==> src/hdl/opbd_pkg.sv <==
// Shared types and constants of the optical pulse beat detector.
`timescale 1ns / 1ps
`default_nettype none
package opbd_pkg;
   localparam int WINDOW_LEN  = 25;
   localparam int SAMPLE_BITS = 24;
   localparam int IDX_BITS    = $clog2(WINDOW_LEN);
   localparam int DVD_BITS    = 34;
   localparam int DVS_BITS    = 32;
   localparam int CNT_BITS    = $clog2(DVD_BITS + 1);
   localparam logic [9:0] LEVEL_FULL = 10'd1000;
   localparam logic [7:0] RATE_MAX   = 8'd255;

   localparam logic [1:0] CMD_RED  = 2'd0;
   localparam logic [1:0] CMD_IR   = 2'd1;
   localparam logic [1:0] CMD_TICK = 2'd2;

   localparam logic [2:0] REG_THRESHOLD = 3'd0;
   localparam logic [2:0] REG_RED_LEVEL = 3'd1;
   localparam logic [2:0] REG_IR_LEVEL  = 3'd2;
   localparam logic [2:0] REG_TPM       = 3'd3;
   localparam logic [2:0] REG_CWT       = 3'd4;
   localparam logic [2:0] REG_SCALE     = 3'd5;

   typedef struct packed {
      logic [9:0]             pulse_threshold;
      logic [SAMPLE_BITS-1:0] red_present_level;
      logic [SAMPLE_BITS-1:0] ir_present_level;
      logic [23:0]            ticks_per_minute;
      logic [23:0]            count_window_ticks;
      logic [5:0]             count_scale;
   } cfg_type;

   typedef struct packed {
      logic [1:0]             cmd;
      logic [SAMPLE_BITS-1:0] sample;
   } item_type;

   typedef struct packed {
      logic [7:0] bpm_from_count;
      logic [7:0] bpm_from_period;
      logic [9:0] level;
      logic       finger_present;
      logic       beat;
      logic       pulse;
   } result_type;
endpackage
`default_nettype wire

==> src/hdl/opbd_front.sv <==
// Front queue that accepts requests and hands them to the back end.
`timescale 1ns / 1ps
`default_nettype none
module opbd_front (
   input  wire logic               clock,
   input  wire logic               reset,
   input  wire logic               in_valid,
   output logic                    in_ready,
   input  wire opbd_pkg::item_type in_item,
   output logic                    out_valid,
   input  wire logic               out_pop,
   output opbd_pkg::item_type      out_item
);
   import opbd_pkg::*;
   item_type   slot_ff [2];
   item_type   slot_in [2];
   logic [1:0] count_ff, count_in;
   logic       push;

   assign in_ready  = (count_ff != 2'd2);
   assign push      = in_valid && in_ready;
   assign out_valid = (count_ff != 2'd0);
   assign out_item  = slot_ff[0];

   always_comb begin
      slot_in  = slot_ff;
      count_in = count_ff;
      if (out_pop && out_valid) begin
         slot_in[0] = slot_ff[1];
         count_in   = count_in - 2'd1;
      end
      if (push) begin
         slot_in[count_in[0]] = in_item;
         count_in = count_in + 2'd1;
      end
   end

   always_ff @(posedge clock) begin
      slot_ff <= slot_in;
      if (reset) begin
         count_ff <= 2'd0;
      end else begin
         count_ff <= count_in;
      end
   end
endmodule
`default_nettype wire

==> src/hdl/opbd_div.sv <==
// Restoring divider that produces one quotient bit per cycle.
`timescale 1ns / 1ps
`default_nettype none
module opbd_div (
   input  wire logic                          clock,
   input  wire logic                          reset,
   input  wire logic                          start,
   input  wire logic [opbd_pkg::DVD_BITS-1:0] dividend,
   input  wire logic [opbd_pkg::DVS_BITS-1:0] divisor,
   output logic                               done,
   output logic [opbd_pkg::DVD_BITS-1:0]      quotient
);
   import opbd_pkg::*;
   logic [DVS_BITS-1:0] rem_ff, dvs_ff;
   logic [DVD_BITS-1:0] dvd_ff, q_ff;
   logic [CNT_BITS-1:0] cnt_ff;
   logic                busy_ff, done_ff;
   logic [DVS_BITS:0]   trial;
   logic                fits;

   assign trial    = {rem_ff, dvd_ff[DVD_BITS-1]};
   assign fits     = (trial >= {1'b0, dvs_ff});
   assign done     = done_ff;
   assign quotient = q_ff;

   always_ff @(posedge clock) begin
      if (start) begin
         rem_ff <= '0;
         dvs_ff <= divisor;
         dvd_ff <= dividend;
         q_ff   <= '0;
         cnt_ff <= CNT_BITS'(DVD_BITS);
      end else if (busy_ff) begin
         rem_ff <= fits ? DVS_BITS'(trial - {1'b0, dvs_ff}) : DVS_BITS'(trial);
         dvd_ff <= {dvd_ff[DVD_BITS-2:0], 1'b0};
         q_ff   <= {q_ff[DVD_BITS-2:0], fits};
         cnt_ff <= cnt_ff - CNT_BITS'(1);
      end
      if (reset) begin
         busy_ff <= 1'b0;
         done_ff <= 1'b0;
      end else begin
         done_ff <= busy_ff && (cnt_ff == CNT_BITS'(1));
         if (start) begin
            busy_ff <= 1'b1;
         end else if (busy_ff && cnt_ff == CNT_BITS'(1)) begin
            busy_ff <= 1'b0;
         end
      end
   end
endmodule
`default_nettype wire

==> src/hdl/opbd_back.sv <==
// Back end: IR window, level scan, beat and rate logic, result register.
`timescale 1ns / 1ps
`default_nettype none
module opbd_back (
   input  wire logic                 clock,
   input  wire logic                 reset,
   input  wire opbd_pkg::cfg_type    cfg,
   input  wire logic                 in_valid,
   output logic                      in_pop,
   input  wire opbd_pkg::item_type   in_item,
   output logic                      out_valid,
   input  wire logic                 out_ready,
   output opbd_pkg::result_type      out_result
);
   import opbd_pkg::*;
   typedef enum logic [7:0] {
      S_IDLE = 8'b00000001, S_SCAN = 8'b00000010, S_DIVL = 8'b00000100,
      S_EDGE = 8'b00001000, S_DIVP = 8'b00010000, S_WIN  = 8'b00100000,
      S_OUT  = 8'b01000000, S_SPAN = 8'b10000000
   } state_type;

   state_type              state_ff;
   logic [SAMPLE_BITS-1:0] win_ff [WINDOW_LEN];
   logic [SAMPLE_BITS-1:0] red_ff, ir_ff, lo_ff, hi_ff, cur;
   logic [IDX_BITS-1:0]    idx_ff;
   logic [9:0]             level_ff;
   logic                   prev_ff, beat_ff, now_pulse, finger;
   logic [31:0]            time_ff, last_ff, start_ff, period;
   logic [7:0]             beats_ff, prate_ff, crate_ff;
   logic [13:0]            cprod;
   logic                   div_start, div_done;
   logic [DVD_BITS-1:0]    div_dvd, div_q;
   logic [DVS_BITS-1:0]    div_dvs;
   result_type             res_ff;
   logic                   rvalid_ff;

   assign cur       = win_ff[idx_ff];
   assign now_pulse = (level_ff > cfg.pulse_threshold);
   assign period    = time_ff - last_ff;
   assign finger    = (red_ff > cfg.red_present_level) && (ir_ff > cfg.ir_present_level);
   assign cprod     = beats_ff * cfg.count_scale;
   assign in_pop    = (state_ff == S_IDLE) && in_valid;
   assign out_valid  = rvalid_ff;
   assign out_result = res_ff;

   always_comb begin
      div_start = 1'b0;
      div_dvd   = DVD_BITS'(win_ff[0] - lo_ff) * DVD_BITS'(LEVEL_FULL);
      div_dvs   = DVS_BITS'(hi_ff - lo_ff);
      if (state_ff == S_SPAN) begin
         div_start = (hi_ff != lo_ff);
      end else if (state_ff == S_EDGE) begin
         div_dvd   = DVD_BITS'(cfg.ticks_per_minute);
         div_dvs   = period;
         div_start = now_pulse && !prev_ff && (period != 32'd0);
      end
   end

   opbd_div u_div (
      .clock(clock), .reset(reset), .start(div_start), .dividend(div_dvd),
      .divisor(div_dvs), .done(div_done), .quotient(div_q)
   );

   always_ff @(posedge clock) begin
      if (reset) begin
         state_ff  <= S_IDLE;
         for (int i = 0; i < WINDOW_LEN; i++) win_ff[i] <= '0;
         red_ff    <= '0;
         ir_ff     <= '0;
         level_ff  <= '0;
         prev_ff   <= 1'b0;
         beat_ff   <= 1'b0;
         time_ff   <= '0;
         last_ff   <= '0;
         start_ff  <= '0;
         beats_ff  <= '0;
         prate_ff  <= '0;
         crate_ff  <= '0;
         rvalid_ff <= 1'b0;
      end else begin
         if (state_ff == S_OUT && (!rvalid_ff || out_ready)) begin
            rvalid_ff <= 1'b1;
         end else if (out_ready) begin
            rvalid_ff <= 1'b0;
         end
         case (state_ff)
            S_IDLE: begin
               if (in_valid) begin
                  beat_ff <= 1'b0;
                  case (in_item.cmd)
                     CMD_RED: begin
                        red_ff   <= in_item.sample;
                        state_ff <= S_OUT;
                     end
                     CMD_IR: begin
                        for (int i = 1; i < WINDOW_LEN; i++) win_ff[i] <= win_ff[i-1];
                        win_ff[0] <= in_item.sample;
                        ir_ff     <= in_item.sample;
                        lo_ff     <= in_item.sample;
                        hi_ff     <= in_item.sample;
                        idx_ff    <= IDX_BITS'(1);
                        state_ff  <= S_SCAN;
                     end
                     CMD_TICK: begin
                        time_ff  <= time_ff + 32'd1;
                        state_ff <= S_OUT;
                        if (!finger) begin
                           for (int i = 0; i < WINDOW_LEN; i++) win_ff[i] <= '0;
                        end
                     end
                     default: state_ff <= S_OUT;
                  endcase
               end
            end
            S_SCAN: begin
               if (cur < lo_ff) lo_ff <= cur;
               if (cur > hi_ff) hi_ff <= cur;
               if (idx_ff == IDX_BITS'(WINDOW_LEN - 1)) begin
                  state_ff <= S_SPAN;
               end else begin
                  idx_ff <= idx_ff + IDX_BITS'(1);
               end
            end
            S_SPAN: begin
               if (hi_ff == lo_ff) begin
                  level_ff <= '0;
                  state_ff <= S_EDGE;
               end else begin
                  state_ff <= S_DIVL;
               end
            end
            S_DIVL: begin
               if (div_done) begin
                  level_ff <= div_q[9:0];
                  state_ff <= S_EDGE;
               end
            end
            S_EDGE: begin
               prev_ff <= now_pulse;
               if (now_pulse && !prev_ff) begin
                  beat_ff <= 1'b1;
                  last_ff <= time_ff;
                  if (beats_ff != RATE_MAX) beats_ff <= beats_ff + 8'd1;
                  if (period == 32'd0) begin
                     prate_ff <= RATE_MAX;
                     state_ff <= S_WIN;
                  end else begin
                     state_ff <= S_DIVP;
                  end
               end else begin
                  state_ff <= S_WIN;
               end
            end
            S_DIVP: begin
               if (div_done) begin
                  prate_ff <= (div_q > DVD_BITS'(RATE_MAX)) ? RATE_MAX : div_q[7:0];
                  state_ff <= S_WIN;
               end
            end
            S_WIN: begin
               if ((time_ff - start_ff) > 32'(cfg.count_window_ticks)) begin
                  crate_ff <= (cprod > 14'(RATE_MAX)) ? RATE_MAX : cprod[7:0];
                  beats_ff <= '0;
                  start_ff <= time_ff;
               end
               state_ff <= S_OUT;
            end
            S_OUT: begin
               if (!rvalid_ff || out_ready) begin
                  res_ff.pulse           <= prev_ff;
                  res_ff.beat            <= beat_ff;
                  res_ff.finger_present  <= finger;
                  res_ff.level           <= level_ff;
                  res_ff.bpm_from_period <= prate_ff;
                  res_ff.bpm_from_count  <= crate_ff;
                  state_ff               <= S_IDLE;
               end
            end
            default: state_ff <= S_IDLE;
         endcase
      end
   end
endmodule
`default_nettype wire

==> src/hdl/optical_pulse_beat_detector_top.sv <==
// Top level of the optical pulse beat detector with its register port.
//
// Requests enter on req_ (tuser carries the command, tdata the sample) and
// each request yields exactly one result on rsp_, in order.
// A red sample, tick or unused command goes straight to the result stage.
// An IR sample passes through a min/max scan of the window and a span
// check, then a divider pass for the level, plus a second divider pass
// on a beat for the period rate. A zero window span skips the level
// division. The single shared divider serves both divisions; one request
// is worked on at a time.
// A two-entry request queue lets requests arrive while the back end works,
// and a result register lets the back end finish while rsp_ is stalled.
// When rsp_tready is low, the result holds and the queue fills, after
// which req_tready drops.
// Synchronous reset clears the window, timers, rates and queue and sets the
// registers to their default values. The user must write registers over
// csr_ only while no request is in flight; the block does not enforce it.
`timescale 1ns / 1ps
`default_nettype none
module optical_pulse_beat_detector_top (
   input  wire logic        clock,
   input  wire logic        reset,
   input  wire logic        req_tvalid,
   output logic             req_tready,
   input  wire logic [23:0] req_tdata,   // sample[23:0]
   input  wire logic [1:0]  req_tuser,   // cmd[1:0]
   output logic             rsp_tvalid,
   input  wire logic        rsp_tready,
   // pulse[0], beat[1], finger_present[2], level[12:3], bpm_from_period[20:13],
   // bpm_from_count[28:21], zero[31:29]
   output logic [31:0]      rsp_tdata,
   input  wire logic        csr_psel,
   input  wire logic        csr_penable,
   input  wire logic        csr_pwrite,
   input  wire logic [4:0]  csr_paddr,
   input  wire logic [31:0] csr_pwdata,
   output logic [31:0]      csr_prdata,
   output logic             csr_pready
);
   import opbd_pkg::*;
   cfg_type    cfg_ff;
   item_type   req_item, q_item;
   result_type result;
   logic       q_valid, q_pop;
   logic [2:0] reg_idx;

   assign csr_pready = 1'b1;
   assign reg_idx    = csr_paddr[4:2];
   assign req_item   = '{cmd: req_tuser, sample: req_tdata};
   assign rsp_tdata  = {3'b000, result};

   always_ff @(posedge clock) begin
      if (reset) begin
         cfg_ff.pulse_threshold    <= 10'd600;
         cfg_ff.red_present_level  <= 24'd200000;
         cfg_ff.ir_present_level   <= 24'd600000;
         cfg_ff.ticks_per_minute   <= 24'd60000;
         cfg_ff.count_window_ticks <= 24'd15000;
         cfg_ff.count_scale        <= 6'd4;
      end else if (csr_psel && csr_penable && csr_pwrite) begin
         case (reg_idx)
            REG_THRESHOLD: cfg_ff.pulse_threshold    <= csr_pwdata[9:0];
            REG_RED_LEVEL: cfg_ff.red_present_level  <= csr_pwdata[23:0];
            REG_IR_LEVEL:  cfg_ff.ir_present_level   <= csr_pwdata[23:0];
            REG_TPM:       cfg_ff.ticks_per_minute   <= csr_pwdata[23:0];
            REG_CWT:       cfg_ff.count_window_ticks <= csr_pwdata[23:0];
            REG_SCALE:     cfg_ff.count_scale        <= csr_pwdata[5:0];
            default: ;
         endcase
      end
   end

   always_comb begin
      case (reg_idx)
         REG_THRESHOLD: csr_prdata = 32'(cfg_ff.pulse_threshold);
         REG_RED_LEVEL: csr_prdata = 32'(cfg_ff.red_present_level);
         REG_IR_LEVEL:  csr_prdata = 32'(cfg_ff.ir_present_level);
         REG_TPM:       csr_prdata = 32'(cfg_ff.ticks_per_minute);
         REG_CWT:       csr_prdata = 32'(cfg_ff.count_window_ticks);
         REG_SCALE:     csr_prdata = 32'(cfg_ff.count_scale);
         default:       csr_prdata = '0;
      endcase
   end

   opbd_front u_front (
      .clock(clock), .reset(reset), .in_valid(req_tvalid), .in_ready(req_tready),
      .in_item(req_item), .out_valid(q_valid), .out_pop(q_pop), .out_item(q_item)
   );

   opbd_back u_back (
      .clock(clock), .reset(reset), .cfg(cfg_ff), .in_valid(q_valid), .in_pop(q_pop),
      .in_item(q_item), .out_valid(rsp_tvalid), .out_ready(rsp_tready),
      .out_result(result)
   );
endmodule
`default_nettype wire

==> config.mk <==
export PLATFORM = sky130hd
export DESIGN_NAME = optical_pulse_beat_detector_top
export DESIGN_NICKNAME = d
export VERILOG_FILES = /design/src/hdl/opbd_pkg.sv /design/src/hdl/opbd_front.sv /design/src/hdl/opbd_div.sv /design/src/hdl/opbd_back.sv /design/src/hdl/optical_pulse_beat_detector_top.sv
export SDC_FILE = /design/constraint.sdc
export NUM_CORES = 2
export LEC_CHECK = 0
export BUFFER_PORTS_ARGS = -buffer_cell sky130_fd_sc_hd__buf_2
export CAP_MARGIN = 25
export CELL_PAD_IN_SITES_DETAIL_PLACEMENT = 2
export CELL_PAD_IN_SITES_GLOBAL_PLACEMENT = 2
export CORE_MARGIN = 5
export CORE_UTILIZATION = 45
export CTS_CLUSTER_DIAMETER = 80
export DETAILED_ROUTE_END_ITERATION = 8
export PLACE_DENSITY_LB_ADDON = 0.1
export SYNTH_ARGS = -nofsm -noshare
export SYNTH_HDL_FRONTEND = slang
export SYNTH_SLANG_ARGS = --single-unit
==> constraint.sdc <==
create_clock -name clock -period 30 [get_ports clock]
set_input_delay 7.5 -clock clock [delete_from_list [all_inputs] [get_ports clock]]
set_output_delay 7.5 -clock clock [all_outputs]
set_load 0.01 [all_outputs]
# [After elaboration in Yosys (flattened, before gate mapping)]
# Memories as Yosys holds them, arrays and structs flattened. A register that Yosys moved wholly into a read port is not among the register bits.
# Cells that the tools add are included.
[totals] reg_bits=577 latchBits=0 mem_bits_rw=600 mem_bits_ro=0 inputBits=70 out_inout_bits=67 wordCells=320 n_memories=1
[mem_list] name="u_back.win_ff" words=25 word_bits=24 read_ports=25 rd_ports_with_merged_regs=1 wr=25 line_no="opbd_back.sv:23" text="logic [SAMPLE_BITS-1:0] win_ff [WINDOW_LEN];"
[op_classes] addsub=11 n_mul=2 n_div=0 order_cmp=11 n_eq_ne=35 shifts=0 muxes=121 bitwise=52 n_reduce_logical=47
[op_table] op="24-bit two-way mux" n=54
[op_table] op="24-bit one-hot mux with 6 select lines" n=1
[op_table] op="34-bit two-way mux" n=4
[op_table] op="8-bit two-way mux" n=13
[op_table] op="32-bit two-way mux" n=3
[op_table] op="24-bit one-hot mux with 2 select lines" n=2
[op_table] op="32-bit subtractor" n=3
[op_table] op="24-bit > comparator" n=3
[op_table] op="8-bit one-hot mux with 8 select lines" n=1
[op_table] op="52-bit bitwise mux" n=1
[op_table] op="26-bit two-way mux" n=2
[op_table] op="52-bit two-way mux" n=1
[op_table] op="1-bit OR" n=50
[op_table] op="24-bit by 24-bit subtractor with 25-bit output" n=2
[op_table] op="34-bit by 8-bit > comparator with 1-bit output, second input constant" n=1
[op_table] op="34-bit by 7-bit multiplier with 31-bit output, second input constant" n=1
[op_table] op="33-bit by 32-bit greater-or-equal comparator with 1-bit output" n=1
[op_table] op="32-bit by 1-bit adder with 32-bit output, second input constant" n=1
[op_table] op="32-bit by 24-bit > comparator with 1-bit output" n=1
[op_table] op="32-bit zero test" n=1
[op_table] op="8-bit one-hot mux with 2 select lines" n=2
[op_table] op="32-bit nonzero test" n=1
[op_table] op="26-bit demux with 1-bit select" n=1
[op_table] op="24-bit equality test" n=1
[op_table] op="52 further kinds" n=128

# [Longest topological paths before layout]
[depth] ltp_word=11 ltp_mapped=30 mapped_depth_nobuf=30

# [Hierarchy]
# A second synthesis with hierarchy kept.
[hier_totals] cells_unflattened=6834 hier_area_um2=67442.2
[by_module_without_submodules] mod="opbd_back" n_inst=1 cells_per_inst=5290 area_each_um2=52238.9 seq_area_each_um2=21961.1
[by_module_without_submodules] mod="opbd_div" n_inst=1 cells_per_inst=718 area_each_um2=7350.8 seq_area_each_um2=3463.3
[by_module_without_submodules] mod="optical_pulse_beat_detector_top" n_inst=1 cells_per_inst=632 area_each_um2=5490.3 seq_area_each_um2=2242.2
[by_module_without_submodules] mod="opbd_front" n_inst=1 cells_per_inst=194 area_each_um2=2362.3 seq_area_each_um2=1341.3

# [Worst setup path after synthesis]
# OpenSTA, ideal clock, no wires.
[synth_timing] path_type="input -> output" startpoint="input port csr_paddr[2]" endpoint="output port csr_prdata[22]" t_arrival_ps=8923 required_ps=22500 setup_slack_ps=13577 cell_stages=7 path_buffers=3 cell_sequence="clkbuf_1 -> clkbuf_1 -> clkbuf_1 -> nand2_1 -> o21ai_0 -> a22oi_1 -> o21ai_0"
[synth_via] elab_chain_cells=2 elab_cells_between_ends=7 classes_between="5 x eq/ne; 1 x mux; 1 x reduce/logical"
[synth_rtl] element="start, declared" line_no="optical_pulse_beat_detector_top.sv:35" text="input wire logic [4:0] csr_paddr,"
[synth_rtl] element="3-bit equality test (tied with other cells)" line_no="optical_pulse_beat_detector_top.sv:74" text="case (reg_idx)"
[synth_rtl] element="24-bit one-hot mux with 6 select lines *" line_no="optical_pulse_beat_detector_top.sv:74"
[synth_rtl] element="end, declared" line_no="optical_pulse_beat_detector_top.sv:37" text="output logic [31:0] csr_prdata,"
# Every way passes the cells marked *; elsewhere a longest branch is shown, timed or not.

# [Worst setup path in the final report]
[layout_timing] startpoint="input port csr_paddr[3]" endpoint="output port csr_prdata[20]"
# The elaborated chain is that of the path after synthesis.

==> reports/results.ini <==
[detailed_routing]
first_pass_iters=5
via_per_inst=5.86
drc=0
route.vias.total=50800
drtAntennaViolNets=0
drt_wl_total_um=224000
wire_per_inst_um=25.8
drt_iter0_markers=2905

[power_and_ir_drop]
powerDensity_nw_per_um2=134
ir_worst_vdd_mv=0.213
p_leak_nw=29.2

[timing]
fin_crit_sh_pct=57.5
layout_min_cycle_time_ns=17.24
skew_ns=0.0568
setup_viol=0
finalHoldViolCount=0
worstMarginPinSlew_ns=1.02
setup_tns_ns=0
max_freq_ghz=0.0580
relSlewSlack_pct=31.5
drv_slew=0
rsz0062_at_grt=false

[clock_tree]
clockBufferDepth=3
cts_sinks=1182
cts_resized=0
numCtsBuffers=137
hold_buffers=0
clk_latency_ns=0.81
clk_pin_slew_ns=0.05
cts-root-buf=clkbuf_16
cts_tree=done
cts_post_setup_buffers_inserted=0
cts_max_level=4

[yosys]
synth-seq-cells=1182
syn_area_um2=65400
ys_types=94
synth-async-reset-ratio_pct=0
synth_edf_count=534
yosysWarnings=0
synthCells=6656
syn_avg_cell_area_um2=9.83
yosysSeqAreaShare_pct=44.3
synth_flop_cell=dfxtp_1

[placement]
place_hpwl_um=156000
port_buffers=114
post-place-cells=8397
place_congestion=0.886

[critical_path]
start_kind=primary input
crit_fanout=57
max_stage_delay_ns=0.68
cp.arrival_ns=9.74
worstPathRequired_ns=22.50
path_class=primary input to output pin
crit_path_cell_trace=buf_2 -> buf_4 -> nor2b_1 -> buf_4 -> a22oi_1 -> o21ai_0 -> buf_2
rrSetupSlack_ns=21.74
cpMaxStageDelayCell=o21ai_0
end_kind=output pin

[final_layout]
fin_nets=7166
syn2layout_area_growth_pct=10.8
fillers=15000
finalNonFillerCells=8664
final_layout_size_suffix_gt1_share_pct=10.4

[global_route]
globalRoute.totalOverflow=0
grt_max_degree=263
grt_pass1_wl_um=344000
grt_usage_pct=28.9
antenna_found_initial=9
grt_pass1_vias=56100

[run]
cap_violations=0

[die]
dieWidth_um=391
core_area_um2=145000
die_h_um=391
io_pins=137
die_area_um2=153000
initial_utilization_pct=45.1
row_count=140

[run_status]
outcome=finished, final reports clean

[hold_path]
hold_class=flip-flop to flip-flop

layer usage:
layer / routed length (um) / track usage, %
met5: 46 / 0
met2: 116000 / 53.3
met4: 8310 / 10.1
met3: 6560 / 3.19
met1: 92700 / 34.9
sequential cells by signal (all words and copies together), names as in the netlist, 32 cells and up, named ones only:
| signal | cells |
|---|---|
| u_back.start_ff | 32 |
| cfg_ff | 112 |
| u_back.u_div.dvs_ff | 32 |
| u_back.u_div.dvd_ff | 34 |
| u_back.u_div.quotient | 34 |
| u_back.time_ff | 32 |
| u_back.win_ff | 600 |
| u_back.last_ff | 32 |
| u_back.u_div.rem_ff | 32 |
stage by stage:
step | setup slack, ns | hold slack [ns] | power, mW | util (%) | area (um2)
global placement | 12.87 | 0.417 | 7.54 | 46.6 | 67600
detailed placement | 12.81 | 0.422 | 7.90 | 46.6 | 67600
finish | 12.76 | 0.433 | 9.70 | 50.0 | 72400
floorplan | 13.58 | 0.408 | 6.41 | - | 65400
CTS | 12.80 | 0.436 | 9.74 | 49.8 | 72300
global route | 12.60 | 0.439 | 10.5 | 49.9 | 72400
cell families after synthesis:
logic type	count (synthesis)	share of synthesized area, %
and+or+nand+nor	2317	16.6
AOI/OAI and AO/OA	1319	12.4
DFF	1182	44.3
buffers and inverters	812	4.85
adders and majority gates	473	10.3
muxes	369	9.07
xor gates and xnor gates	182	2.44
other	2	0.0115
cells in the mapped netlist (all sizes together) (66+ instances only):
cell	count	area share (%)
nand2	1112	6.4
mux2	90	1.5
a21oi	596	4.6
xor2	82	1.1
mux4	170	5.9
o21ai	199	1.5
a21o	112	1.3
xnor2	100	1.3
fa	111	3.4
nor2	345	2.1
mux2i	109	1.7
nand3	89	0.68
dfxtp	648	20
clkbuf	305	1.8
nor3	66	0.51
ha	358	6.8
edfxtp	534	25
inv	443	2.5
and2	395	3.8
cells in the final DEF (no fill, tap or decap), drive strengths merged, types with 82 or more instances in the layout:
cell and n:
edfxtp 534, buf 190, fa 111, nor2 345, clkbuf 194, mux4 170
and2 395, a21o 112, o21ai 199, nand3 89, dfxtp 648, xor2 82
xnor2 100, a21oi 596, ha 358, mux2i 109, inv 450, nand2 1112
mux2 90
where the power goes:
part           switching (mW)  internal, mW
logic                    3.34          2.38
clock network           0.738          1.01
registers               0.237          1.99
worst paths after layout:
kind | start | to | depth (start not counted)
min | u_back.crate_ff[2]$_SDFFE_PP0P_ | u_back.out_result[23]$_DFFE_PP_ | 0
max reg2reg | u_back.win_ff[0][0]$_SDFFE_PP0P_ | u_back.u_div.dvd_ff[33]$_DFFE_PP_ | 29
max | csr_paddr[3] | csr_prdata[20] | 7
min reg2reg | u_back.crate_ff[2]$_SDFFE_PP0P_ | u_back.out_result[23]$_DFFE_PP_ | 0
area by class of cell:
cell class	count	area, um2	area share, %
clock buffer	194	3870	5.35
sequential	1182	29000	40.1
tap	1917	2400	3.31
multi-input combinational	4672	33400	46.1
clock inverter	61	790	1.09
inverter	444	1670	2.31
antenna	4	10.0	0.0138
timing repair buffer	190	1300	1.80
critical path, delay by kind of cell:
kind | cells | cell delay (ns)
and+or+nand+nor | 1 | 0.34
buffers and inverters | 4 | 1.08
AOI/OAI and AO/OA | 2 | 0.81
(Power assumes the default switching activity.)
